### config.mk
export PLATFORM = sky130hd
export DESIGN_NAME = configurable_crc_engine_core
export DESIGN_NICKNAME = d
export VERILOG_FILES = /design/src/hw/rtl/ccrc_pkg.sv /design/src/hw/rtl/configurable_crc_engine_core.sv /design/src/hw/rtl/ccrc_cfg_regs.sv /design/src/hw/rtl/ccrc_byte_step.sv
export SDC_FILE = /design/constraint.sdc
export NUM_CORES = 1
export LEC_CHECK = 0
export ABC_AREA = 0
export BUFFER_PORTS_ARGS = -buffer_cell sky130_fd_sc_hd__buf_2
export CAP_MARGIN = 25
export CORE_UTILIZATION = 40
export DETAILED_ROUTE_END_ITERATION = 7
export SYNTH_ARGS = -nofsm -noshare
export SYNTH_HDL_FRONTEND = slang
export SYNTH_SLANG_ARGS = --single-unit
### constraint.sdc
create_clock -name clk -period 17.9 [get_ports clk]
set_clock_uncertainty 0.2 [all_clocks]
set_input_delay 4.475 -clock clk [delete_from_list [all_inputs] [get_ports clk]]
set_output_delay 4.475 -clock clk [all_outputs]
set_load 0.03 [all_outputs]
### src/hw/rtl/ccrc_pkg.sv
// Shared types, register indexes and width-mode codes for the CRC engine.
// Bit-reversal helpers used by the byte-step logic.
// No dependencies.
package ccrc_pkg;

	localparam int unsigned CfgDataW = 32;
	localparam int unsigned CfgIdxW  = 3;

	localparam logic [CfgIdxW-1:0] REG_POLY        = 3'd0;
	localparam logic [CfgIdxW-1:0] REG_INIT_VALUE  = 3'd1;
	localparam logic [CfgIdxW-1:0] REG_XOR_MASK    = 3'd2;
	localparam logic [CfgIdxW-1:0] REG_WIDTH_MODE  = 3'd3;
	localparam logic [CfgIdxW-1:0] REG_REFLECT_IN  = 3'd4;
	localparam logic [CfgIdxW-1:0] REG_REFLECT_OUT = 3'd5;

	localparam logic [1:0] MODE_XSUM  = 2'd0;
	localparam logic [1:0] MODE_CRC16 = 2'd1;
	localparam logic [1:0] MODE_CRC32 = 2'd2;

	localparam logic [31:0] POLY_RST       = 32'h0000_1021;
	localparam logic [31:0] INIT_VALUE_RST = 32'h0000_FFFF;
	localparam logic [31:0] XOR_MASK_RST   = 32'h0000_0000;
	localparam logic [1:0]  WIDTH_MODE_RST = MODE_CRC16;

	typedef struct packed {
		logic [31:0] poly;
		logic [31:0] init_value;
		logic [31:0] xor_mask;
		logic [1:0]  width_mode;
		logic        reflect_input;
		logic        reflect_output;
	} ccrc_cfg_t;

	function automatic logic [7:0] rev8(input logic [7:0] v);
		logic [7:0] r;
		for (int i = 0; i < 8; i++) begin
			r[i] = v[7-i];
		end
		return r;
	endfunction

	function automatic logic [15:0] rev16(input logic [15:0] v);
		logic [15:0] r;
		for (int i = 0; i < 16; i++) begin
			r[i] = v[15-i];
		end
		return r;
	endfunction

	function automatic logic [31:0] rev32(input logic [31:0] v);
		logic [31:0] r;
		for (int i = 0; i < 32; i++) begin
			r[i] = v[31-i];
		end
		return r;
	endfunction

endpackage

### src/hw/rtl/configurable_crc_engine_core.sv
// Top level of the configurable CRC engine: input register, running CRC register,
// result register and handshakes. Depends on ccrc_pkg, ccrc_cfg_regs, ccrc_byte_step.

// Takes one message byte per clock, while not stalled, on the in_valid/in_ready
// channel and emits one crc_value per message, on the byte marked last_byte, on
// the out_valid/out_ready channel. Throughput is one byte per cycle; a result
// is offered once its last byte has moved from the input register into the
// result register, and the eight-step shift/XOR update between them sets the
// clock limit. A full result register that is not taken stalls input only once
// a further last byte reaches it. Configuration is written by the user through
// cfg_we/cfg_index/cfg_data only while no message is in flight, which the block
// does not enforce; writing init_value reloads the running register at once.
module configurable_crc_engine_core (
	input  logic                           clk,
	input  logic                           arst_n,
	input  logic                           cfg_we,
	input  logic [ccrc_pkg::CfgIdxW-1:0]   cfg_index,
	input  logic [ccrc_pkg::CfgDataW-1:0]  cfg_data,
	input  logic                           in_valid,
	output logic                           in_ready,
	input  logic [7:0]                     data_byte,
	input  logic                           last_byte,
	output logic                           out_valid,
	input  logic                           out_ready,
	output logic [31:0]                    crc_value
);

	ccrc_pkg::ccrc_cfg_t cfg;
	logic                init_load;

	logic        valid_s1;
	logic [7:0]  data_s1;
	logic        last_s1;
	logic [31:0] running_crc_q;
	logic        out_valid_q;
	logic [31:0] crc_value_q;

	logic [31:0] crc_next;
	logic [31:0] result;
	logic        out_free;
	logic        adv;

	ccrc_cfg_regs u_cfg (
		.clk       (clk),
		.arst_n    (arst_n),
		.cfg_we    (cfg_we),
		.cfg_index (cfg_index),
		.cfg_data  (cfg_data),
		.cfg       (cfg),
		.init_load (init_load)
	);

	ccrc_byte_step u_step (
		.cfg       (cfg),
		.crc_cur   (running_crc_q),
		.data_byte (data_s1),
		.last_byte (last_s1),
		.crc_next  (crc_next),
		.result    (result)
	);

	assign out_free = !out_valid_q || out_ready;
	// a non-last item never needs the result register
	assign adv      = valid_s1 && (!last_s1 || out_free);
	assign in_ready = !valid_s1 || adv;

	always_ff @(posedge clk or negedge arst_n) begin
		if (!arst_n) begin
			valid_s1 <= 1'b0;
		end else if (in_ready) begin
			valid_s1 <= in_valid;
		end
	end

	always_ff @(posedge clk) begin
		if (in_ready && in_valid) begin
			data_s1 <= data_byte;
			last_s1 <= last_byte;
		end
	end

	always_ff @(posedge clk or negedge arst_n) begin
		if (!arst_n) begin
			running_crc_q <= ccrc_pkg::INIT_VALUE_RST;
		end else if (init_load) begin
			running_crc_q <= cfg_data;
		end else if (adv) begin
			running_crc_q <= crc_next;
		end
	end

	always_ff @(posedge clk or negedge arst_n) begin
		if (!arst_n) begin
			out_valid_q <= 1'b0;
		end else if (adv && last_s1) begin
			out_valid_q <= 1'b1;
		end else if (out_ready) begin
			out_valid_q <= 1'b0;
		end
	end

	always_ff @(posedge clk) begin
		if (adv && last_s1) begin
			crc_value_q <= result;
		end
	end

	assign out_valid = out_valid_q;
	assign crc_value = crc_value_q;

	// a stalled input item keeps its byte
	a_s1_hold: assert property (@(posedge clk) disable iff (!arst_n)
		valid_s1 && !adv |=> valid_s1 && $stable(data_s1) && $stable(last_s1))
		else $error("stalled input item changed");

	// end of message reloads the start value
	a_reload: assert property (@(posedge clk) disable iff (!arst_n)
		adv && last_s1 && !cfg_we |=> running_crc_q == $past(cfg.init_value))
		else $error("running CRC not reloaded after last item");

	// CRC-16 keeps the upper half clear after each byte
	a_crc16_upper: assert property (@(posedge clk) disable iff (!arst_n)
		adv && !last_s1 && !cfg_we && cfg.width_mode == ccrc_pkg::MODE_CRC16
		|=> running_crc_q[31:16] == 16'h0000)
		else $error("CRC-16 upper bits not zero");

	// a result only comes from a last item
	a_result_src: assert property (@(posedge clk) disable iff (!arst_n)
		$rose(out_valid_q) |-> $past(valid_s1 && last_s1))
		else $error("result without last item");

	// a new result never overwrites an untaken one
	a_no_overwrite: assert property (@(posedge clk) disable iff (!arst_n)
		out_valid_q && !out_ready |-> !(adv && last_s1))
		else $error("result register overwritten");

endmodule

### src/hw/rtl/ccrc_cfg_regs.sv
// Configuration register file of the CRC engine: write decode and storage.
// Depends on ccrc_pkg.
module ccrc_cfg_regs (
	input  logic                           clk,
	input  logic                           arst_n,
	input  logic                           cfg_we,
	input  logic [ccrc_pkg::CfgIdxW-1:0]   cfg_index,
	input  logic [ccrc_pkg::CfgDataW-1:0]  cfg_data,
	output ccrc_pkg::ccrc_cfg_t            cfg,
	output logic                           init_load
);

	ccrc_pkg::ccrc_cfg_t cfg_q;

	always_ff @(posedge clk or negedge arst_n) begin
		if (!arst_n) begin
			cfg_q.poly           <= ccrc_pkg::POLY_RST;
			cfg_q.init_value     <= ccrc_pkg::INIT_VALUE_RST;
			cfg_q.xor_mask       <= ccrc_pkg::XOR_MASK_RST;
			cfg_q.width_mode     <= ccrc_pkg::WIDTH_MODE_RST;
			cfg_q.reflect_input  <= 1'b0;
			cfg_q.reflect_output <= 1'b0;
		end else if (cfg_we) begin
			unique case (cfg_index)
				ccrc_pkg::REG_POLY:        cfg_q.poly           <= cfg_data;
				ccrc_pkg::REG_INIT_VALUE:  cfg_q.init_value     <= cfg_data;
				ccrc_pkg::REG_XOR_MASK:    cfg_q.xor_mask       <= cfg_data;
				ccrc_pkg::REG_WIDTH_MODE:  cfg_q.width_mode     <= cfg_data[1:0];
				ccrc_pkg::REG_REFLECT_IN:  cfg_q.reflect_input  <= cfg_data[0];
				ccrc_pkg::REG_REFLECT_OUT: cfg_q.reflect_output <= cfg_data[0];
				default: ;
			endcase
		end
	end

	assign cfg       = cfg_q;
	// init write also restarts the running register
	assign init_load = cfg_we && (cfg_index == ccrc_pkg::REG_INIT_VALUE);

endmodule

### src/hw/rtl/ccrc_byte_step.sv
// Combinational byte update: eight shift/XOR steps per CRC width, checksum fold,
// output reflection and final mask. Depends on ccrc_pkg.
module ccrc_byte_step (
	input  ccrc_pkg::ccrc_cfg_t cfg,
	input  logic [31:0]         crc_cur,
	input  logic [7:0]          data_byte,
	input  logic                last_byte,
	output logic [31:0]         crc_next,
	output logic [31:0]         result
);

	logic [7:0]  b;
	logic [15:0] r16;
	logic [31:0] r32;
	logic [31:0] upd;
	logic [31:0] fin;

	always_comb begin
		b = cfg.reflect_input ? ccrc_pkg::rev8(data_byte) : data_byte;

		// upper poly bits never reach the low half, so CRC-16 runs 16 bits wide
		r16 = crc_cur[15:0] ^ {b, 8'h00};
		for (int i = 0; i < 8; i++) begin
			r16 = r16[15] ? ((r16 << 1) ^ cfg.poly[15:0]) : (r16 << 1);
		end

		r32 = crc_cur ^ {b, 24'h000000};
		for (int i = 0; i < 8; i++) begin
			r32 = r32[31] ? ((r32 << 1) ^ cfg.poly) : (r32 << 1);
		end

		case (cfg.width_mode)
			ccrc_pkg::MODE_CRC16: upd = {16'h0000, r16};
			ccrc_pkg::MODE_CRC32: upd = r32;
			ccrc_pkg::MODE_XSUM:  upd = crc_cur ^ {24'h000000, b};
			default:              upd = crc_cur;
		endcase

		fin = upd;
		if (cfg.reflect_output) begin
			case (cfg.width_mode)
				ccrc_pkg::MODE_CRC16: fin = {16'h0000, ccrc_pkg::rev16(upd[15:0])};
				ccrc_pkg::MODE_CRC32: fin = ccrc_pkg::rev32(upd);
				default:              fin = upd;
			endcase
		end

		result   = fin ^ cfg.xor_mask;
		crc_next = last_byte ? cfg.init_value : upd;
	end

endmodule
; ---- Word level (Yosys, flattened, before mapping)
; Index checks and enable logic that the tools add are counted.
[word_totals]
ff_bits = 175
out_inout_bits = 34
[op_classes]
eq_ne = 7
mux = 25
bitwise_logic = 20
n_reduce_logical = 20
[op_table]
columns = operator, n
row1 = $mux 32, 12
row2 = $xor 32x32->32, 10
row3 = $xor 16x16->16, 9
row4 = $mux 16, 8
row5 = $pmux 32 s3, 1
row6 = $pmux 32 s2, 1
row7 = $xor 32x8->32, 1
row8 = $reduce_and 2->1, 6
row9 = $mux 8, 1
row10 = $eq 3x2->1 const B, 2
row11 = $eq 3x3->1 const B, 2
row12 = $logic_and 1x1->1, 4
row13 = $reduce_bool 2->1, 2
row14 = $eq 3x1->1 const B, 1
row15 = $logic_not 1->1, 3
row16 = $logic_not 3->1, 1
row17 = $logic_or 1x1->1, 3
row18 = $eq 2x1->1 const B, 1
row19 = $eq 2x2->1 const B, 1
row20 = $logic_not 2->1, 1
row21 = $mux 1, 2

; ---- Logic depth before layout (Yosys ltp)
; Gate-level depths: netlist of the first run.
[logic_depth]
depth_word = 22
depth_mapped = 21

; ---- Modules after synthesis
; A second synthesis of the first run with hierarchy kept.
[unflattened]
cells_unflattened = 1970
area_unflattened_um2 = 17215.3
[by_module_without_submodules]
columns = mod, n_inst, cells_each, area_each_um2
row1 = ccrc_byte_step, 1, 1598, 10387.5
row2 = ccrc_cfg_regs, 1, 217, 3849.9
row3 = configurable_crc_engine_core, 1, 155, 2977.9

; ---- Worst setup path before layout of the first run
; OpenSTA, ideal clock, no wires.
[synth_path]
path_kind = in2out
start = input out_ready
end = output in_ready
arrival_time_ps = 4962
path_slack_ps = 8263
cell_stages = 2
cell_sequence = nor2b_1 nand3_1
[synth_via]
elab_chain_len = 4
[synth_rtl]
columns = element, line
row1 = "start, declared", configurable_crc_engine_core.sv:24  ; input logic out_ready,
row2 = $logic_or 1x1->1, configurable_crc_engine_core.sv:62  ; assign out_free = !out_valid_q || out_ready;
row3 = $logic_or 1x1->1, configurable_crc_engine_core.sv:64  ; assign adv = valid_s1 && (!last_s1 || out_free);
row4 = $logic_and 1x1->1, configurable_crc_engine_core.sv:64
row5 = $logic_or 1x1->1, configurable_crc_engine_core.sv:65  ; assign in_ready = !valid_s1 || adv;
row6 = "end, declared", configurable_crc_engine_core.sv:20  ; output logic in_ready,
; Every way passes these cells.

; ---- Worst setup path in the final report of the first run
; Ends and elaborated chain as after synthesis.

==> impl_metrics.ini, run 1 <==
[clocking]
post-cts-setup-buffers = 0
clk_pin_slew_ns = 0.07
clockBufferDepth = 2
clkLatencyLatePin_ns = 0.46
cts_resized = 0
cts_tree = yes
cts-root-buf = clkbuf_16
cts-hold-fix-buffers = 0
htree_levels = 4
numClockSinks = 175
cts_inserted_buffers = 17

[sta]
slew_violations = 0
setup_viol_count_final = 0
max_freq_ghz = 0.100
final.setup.tns_ns = 0
fin_ws_ns = 7.90
fin_crit_sh_pct = 55.8
rsz0062_at_grt = no
tightest_slew_ns = 1.10
hold_violations = 0
max_slew_margin_pct = 26.4
fin_crit_ns = 10.0

[floorplan]
start_util_pct = 40.9
io_pins = 83
dieArea_um2 = 42900
core_area_um2 = 41100
die_h_um = 207
fp-row-count = 74
die_w_um = 207

[synth]
syn_area_per_cell_um2 = 7.87
synth-seq-area-share_pct = 27.5
yosys.area_share.simple_pct = 19.3
synth-seq-cells = 175
synth-xor-area-share_pct = 17.4
synth_nets = 2190
async_flop_share_pct = 76.6
synth-compound-area-share_pct = 24.1
synth.distinct_cells = 91
yosys.area_share.adder_pct = 0.298
syn_area_um2 = 16800
synth_mux_area_share_pct = 5.75
postSynthCellCount = 2137
synth_flop_cell = dfrtp_1
synth_top_family_by_area = compound AO/OA/AOI/OAI gates
yosysWarnings = 0
synth_edf_count = 41

[outcome]
status = finished, final reports clean

[routing]
drc = 0
firstDrtPassIters = 8
drtAntennaViolNets = 0
num_vias = 16500
wirelength_um = 62700
routedWlPerCell_um = 23.9
vias_per_cell = 6.29
drt_iter0_markers = 2144

[worst_setup_path]
crit_arrival_ns = 5.32
path_max_fanout = 4
worst_r2r_path_depth = 17
path_cells = buf_2 -> nor2b_1 -> nand3_1 -> buf_2
worstPathRequired_ns = 13.23
crit_type = in2out
slowest_stage = nor2b_1
startpoint_type = input port
crit_path_end_kind = primary output
crit_path_max_incr_delay_ns = 0.30
crit_top_cell = buf_2

[placed_design]
place_ws_ns = 7.94
portBuffers = 82
dp.cells = 2586
place_congestion = 0.970
dp_hpwl_um = 43200

[final_layout]
final_cell_mix = nand2_1, xnor2_1, o21ai_0
fin_nets = 2128
drive_above_1_share_pct = 14.1
fin_util_pct = 44.1
final_common_cell = nand2_1
fin_cells = 2621
nFillCells = 4182
area_delta_synth_final_pct = 7.85

[grt]
grt_usage_pct = 28.9
antenna_found_initial = 0
grt_pass1_vias = 15000
grt_pass1_wl_um = 95700
grt_start_max_net_pins = 77
grt.overflow.total = 0

[min_path]
hp-class = reg2reg
min_path_cells = 2

[job]
maxCapViolCount = 0
final timing paths:
| check | start | end | slack [ns] |
|---|---|---|---|
| worst max-delay path | out_ready | in_ready | 7.90 |
| worst min-delay path | u_cfg.cfg[46] | u_cfg.cfg[46] | 0.26 |
| worst max register to register | u_cfg.cfg[1] | crc_value[23] | 9.36 |
| worst min register to register | u_cfg.cfg[46] | u_cfg.cfg[46] | 0.26 |
| max in group asynchronous | arst_n | running_crc_q[12] | 12.67 |
| min in group asynchronous | arst_n | u_cfg.cfg[25] | 3.79 |
cell usage after synthesis, drive strengths merged, types with 29 or more instances:
cell type  number  area, µm²
o211ai         42        315
dfrtp          98       2450
edfxtp         41       1230
nand3          54        270
xor2           51        480
xnor2         238       2110
a22oi          29        218
dfstp          36        946
mux2           56        631
nor3           60        305
a21oi         108        563
buf            55        254
nor2          125        472
clkbuf        157        591
nand2         381       1430
mux2i          31        335
a32oi          41        359
o21ai         165        830
layer usage:
layer / vias up / routed length, µm / track usage [%]
met3: 114 / 6030 / 5.47
met4: 0 / 1950 / 9.11
met5: - / 0 / 0
met1: 7956 / 26700 / 40.4
li1: 7509 / - / -
met2: 900 / 28100 / 44.9
registers in the layout (all words and copies together) (netlist names):
signal / flops
data_s1: 8
running_crc_q: 32
out_valid: 1
crc_value: 32
valid_s1: 1
last_s1: 1
u_cfg.cfg: 100
stage by stage:
step	instance area, µm²	hold WS (ns)
2_1_floorplan	16800	0.239
3_3_place_gp	17400	0.246
3_5_place_dp	17400	0.253
4_1_cts	18100	0.263
5_1_grt	18100	0.277
6_report	18100	0.261
worst max-delay path: cells and delay by family:
family        cells  cell delay [ns]
buf+inv           2             0.35
simple gates      2             0.49
cell type report:
type                    instances  area, µm²  share of cell area (%)
clock inverters                15        220                    1.21
flip-flops and latches        175       4630                    25.5
diodes                          1       2.50                  0.0138
well taps                     532        666                    3.67
repair buffers                131        817                    4.51
clock buffers                  17        425                    2.35
multi-input cells            1726      11300                    62.2
inverters                      24       90.1                   0.497
cells by family after synthesis:
kind of cell    Yosys count
compound gates          597
xor+xnor                304
fa+ha+maj                 4
buf+inv                 236
flops                   175
mux                      87
simple gates            734
Power of run 1 is left out: the tool's default activity adds up to more than one toggle a clock period on the data nets, which glitch-free logic cannot reach.
==> run 2, diff against run 1 <==
- clock period: 17.9 -> 10.3 ns (I/O delays scaled with it)
==> impl_metrics.ini, run 2 (same netlist as run 1, synthesis figures left out) <==
[floorplan]
die_h_um = 207
core_area_um2 = 41100
die_w_um = 207
start_util_pct = 40.9
io_pins = 83
dieArea_um2 = 42900
fp-row-count = 74

[sta]
fin_crit_ns = 8.42
final.setup.tns_ns = 0
fin_crit_sh_pct = 81.7
rsz0062_at_grt = no
setup_viol_count_final = 0
tightest_slew_ns = 1.16
slew_violations = 0
fin_ws_ns = 1.88
hold_violations = 0
max_slew_margin_pct = 21.9
max_freq_ghz = 0.119

[final_layout]
final_common_cell = nand2_1
multi_input_area_um2 = 11300
largest_reg_flops = 100
fin_nets = 2124
seq_area_um2 = 4630
insertedDiodeCount = 0
final_cell_mix = nand2_1, xnor2_1, o21ai_0
area_delta_synth_final_pct = 7.23
drive_above_1_share_pct = 13.9
nFillCells = 4095

[clocking]
cts_resized = 0
clk_pin_slew_ns = 0.07
clkLatencyLatePin_ns = 0.47
cts_tree = yes
clockBufferDepth = 2
cts-hold-fix-buffers = 0
post-cts-setup-buffers = 0
htree_levels = 4
cts-root-buf = clkbuf_16
numClockSinks = 175
cts_inserted_buffers = 17

[worst_setup_path]
crit_arrival_ns = 8.43
crit_path_end_kind = flip-flop
worstPathRequired_ns = 10.31
slowest_stage = a222oi_1
crit_type = reg2reg
crit_path_max_incr_delay_ns = 0.86
critical_path_buf_inv_count = 0
crit_top_cell = nand2_1
startpoint_type = flip-flop
path_cells = mux2i_4 -> mux2i_1 -> a211oi_2 -> o21ai_1 -> nand2_1 -> xnor2_1 -> or3_1 -> mux2i_1 -> o21a_1 -> nor2_1 -> nand2_1 -> xnor3_1 -> a222oi_1 -> nand2_1 -> a2bb2oi_1 -> xnor2_1
path_max_fanout = 24
crit_family = compound AO/OA/AOI/OAI gates
worstSetupPathDepth = 16
worst_r2r_path_depth = 16

[min_path]
min_path_cells = 2
hp-class = reg2reg

[routing]
vias_per_cell = 6.40
routedWlPerCell_um = 25.3
num_vias = 16700
drtAntennaViolNets = 0
wirelength_um = 66200
drc = 0
firstDrtPassIters = 7
drt_iter0_markers = 2081

[placed_design]
place_ws_ns = 2.02
portBuffers = 82
place_congestion = 1.01
dp_hpwl_um = 45800

[grt]
grt.overflow.total = 0
grt_start_max_net_pins = 77
grt_pass1_wl_um = 99300
grt_pass1_vias = 15200
antenna_found_initial = 0
grt_usage_pct = 30.5

[job]
maxCapViolCount = 0

[outcome]
status = finished, final reports clean
-- run 2: cell count changes in the layout (fill, tap and decap cells not counted), sizes merged --
cell | before | now
buf | 131 | 127
bufinv | 4 | 3
clkbuf | 17 | 20
clkinv | 6 | 9
clkinvlp | 0 | 2
diode | 1 | 0
inv | 29 | 21
-- run 2: tightest hold or removal path, stage by stage, from the launching register on --
cell	delay [ns]
dfstp_2	0.37
nand2_1	0.05
nand2_1	0.04
-- run 2: final timing paths --
path / from / end / slack (ns)
max: u_cfg.cfg[1] / crc_value[27] / 1.88
min: u_cfg.cfg[37] / u_cfg.cfg[37] / 0.26
max reg2reg: u_cfg.cfg[1] / crc_value[27] / 1.88
min reg2reg: u_cfg.cfg[37] / u_cfg.cfg[37] / 0.26
max in group asynchronous: arst_n / u_cfg.cfg[76] / 6.62
min in group asynchronous: arst_n / valid_s1 / 1.92
-- run 2: cell type report --
class	instances	area share (%)
clock buffers	20	2.48
clock inverters	11	0.791
inverters	24	0.500
multi-input cells	1726	62.6
flip-flops and latches	175	25.7
well taps	532	3.69
repair buffers	127	4.25
-- run 2: per-stage QoR --
| step | util, % | std cells | instance area, µm² | hold WS, ns |
|---|---|---|---|---|
| detailed placement | 42.4 | 2583 | 17400 | 0.252 |
| global placement | 42.3 | 2581 | 17400 | 0.246 |
| floorplan | - | 2137 | 16800 | 0.239 |
| global route | 43.9 | 2615 | 18000 | 0.278 |
| finish | 43.9 | 2615 | 18000 | 0.262 |
| CTS | 43.8 | 2614 | 18000 | 0.263 |
-- run 2: per-layer routing --
metal  GRT usage (%)  vias to the layer above  wire, µm  share of wire, %
li1                -                     7504         -                 -
met1            43.2                     8128     28400                43
met2            45.8                      948     28700                43
met3            5.76                      144      6520               9.8
met4            11.4                        0      2640               4.0
met5               0                        -         0                 0
Power of run 2 is left out for the same reason.
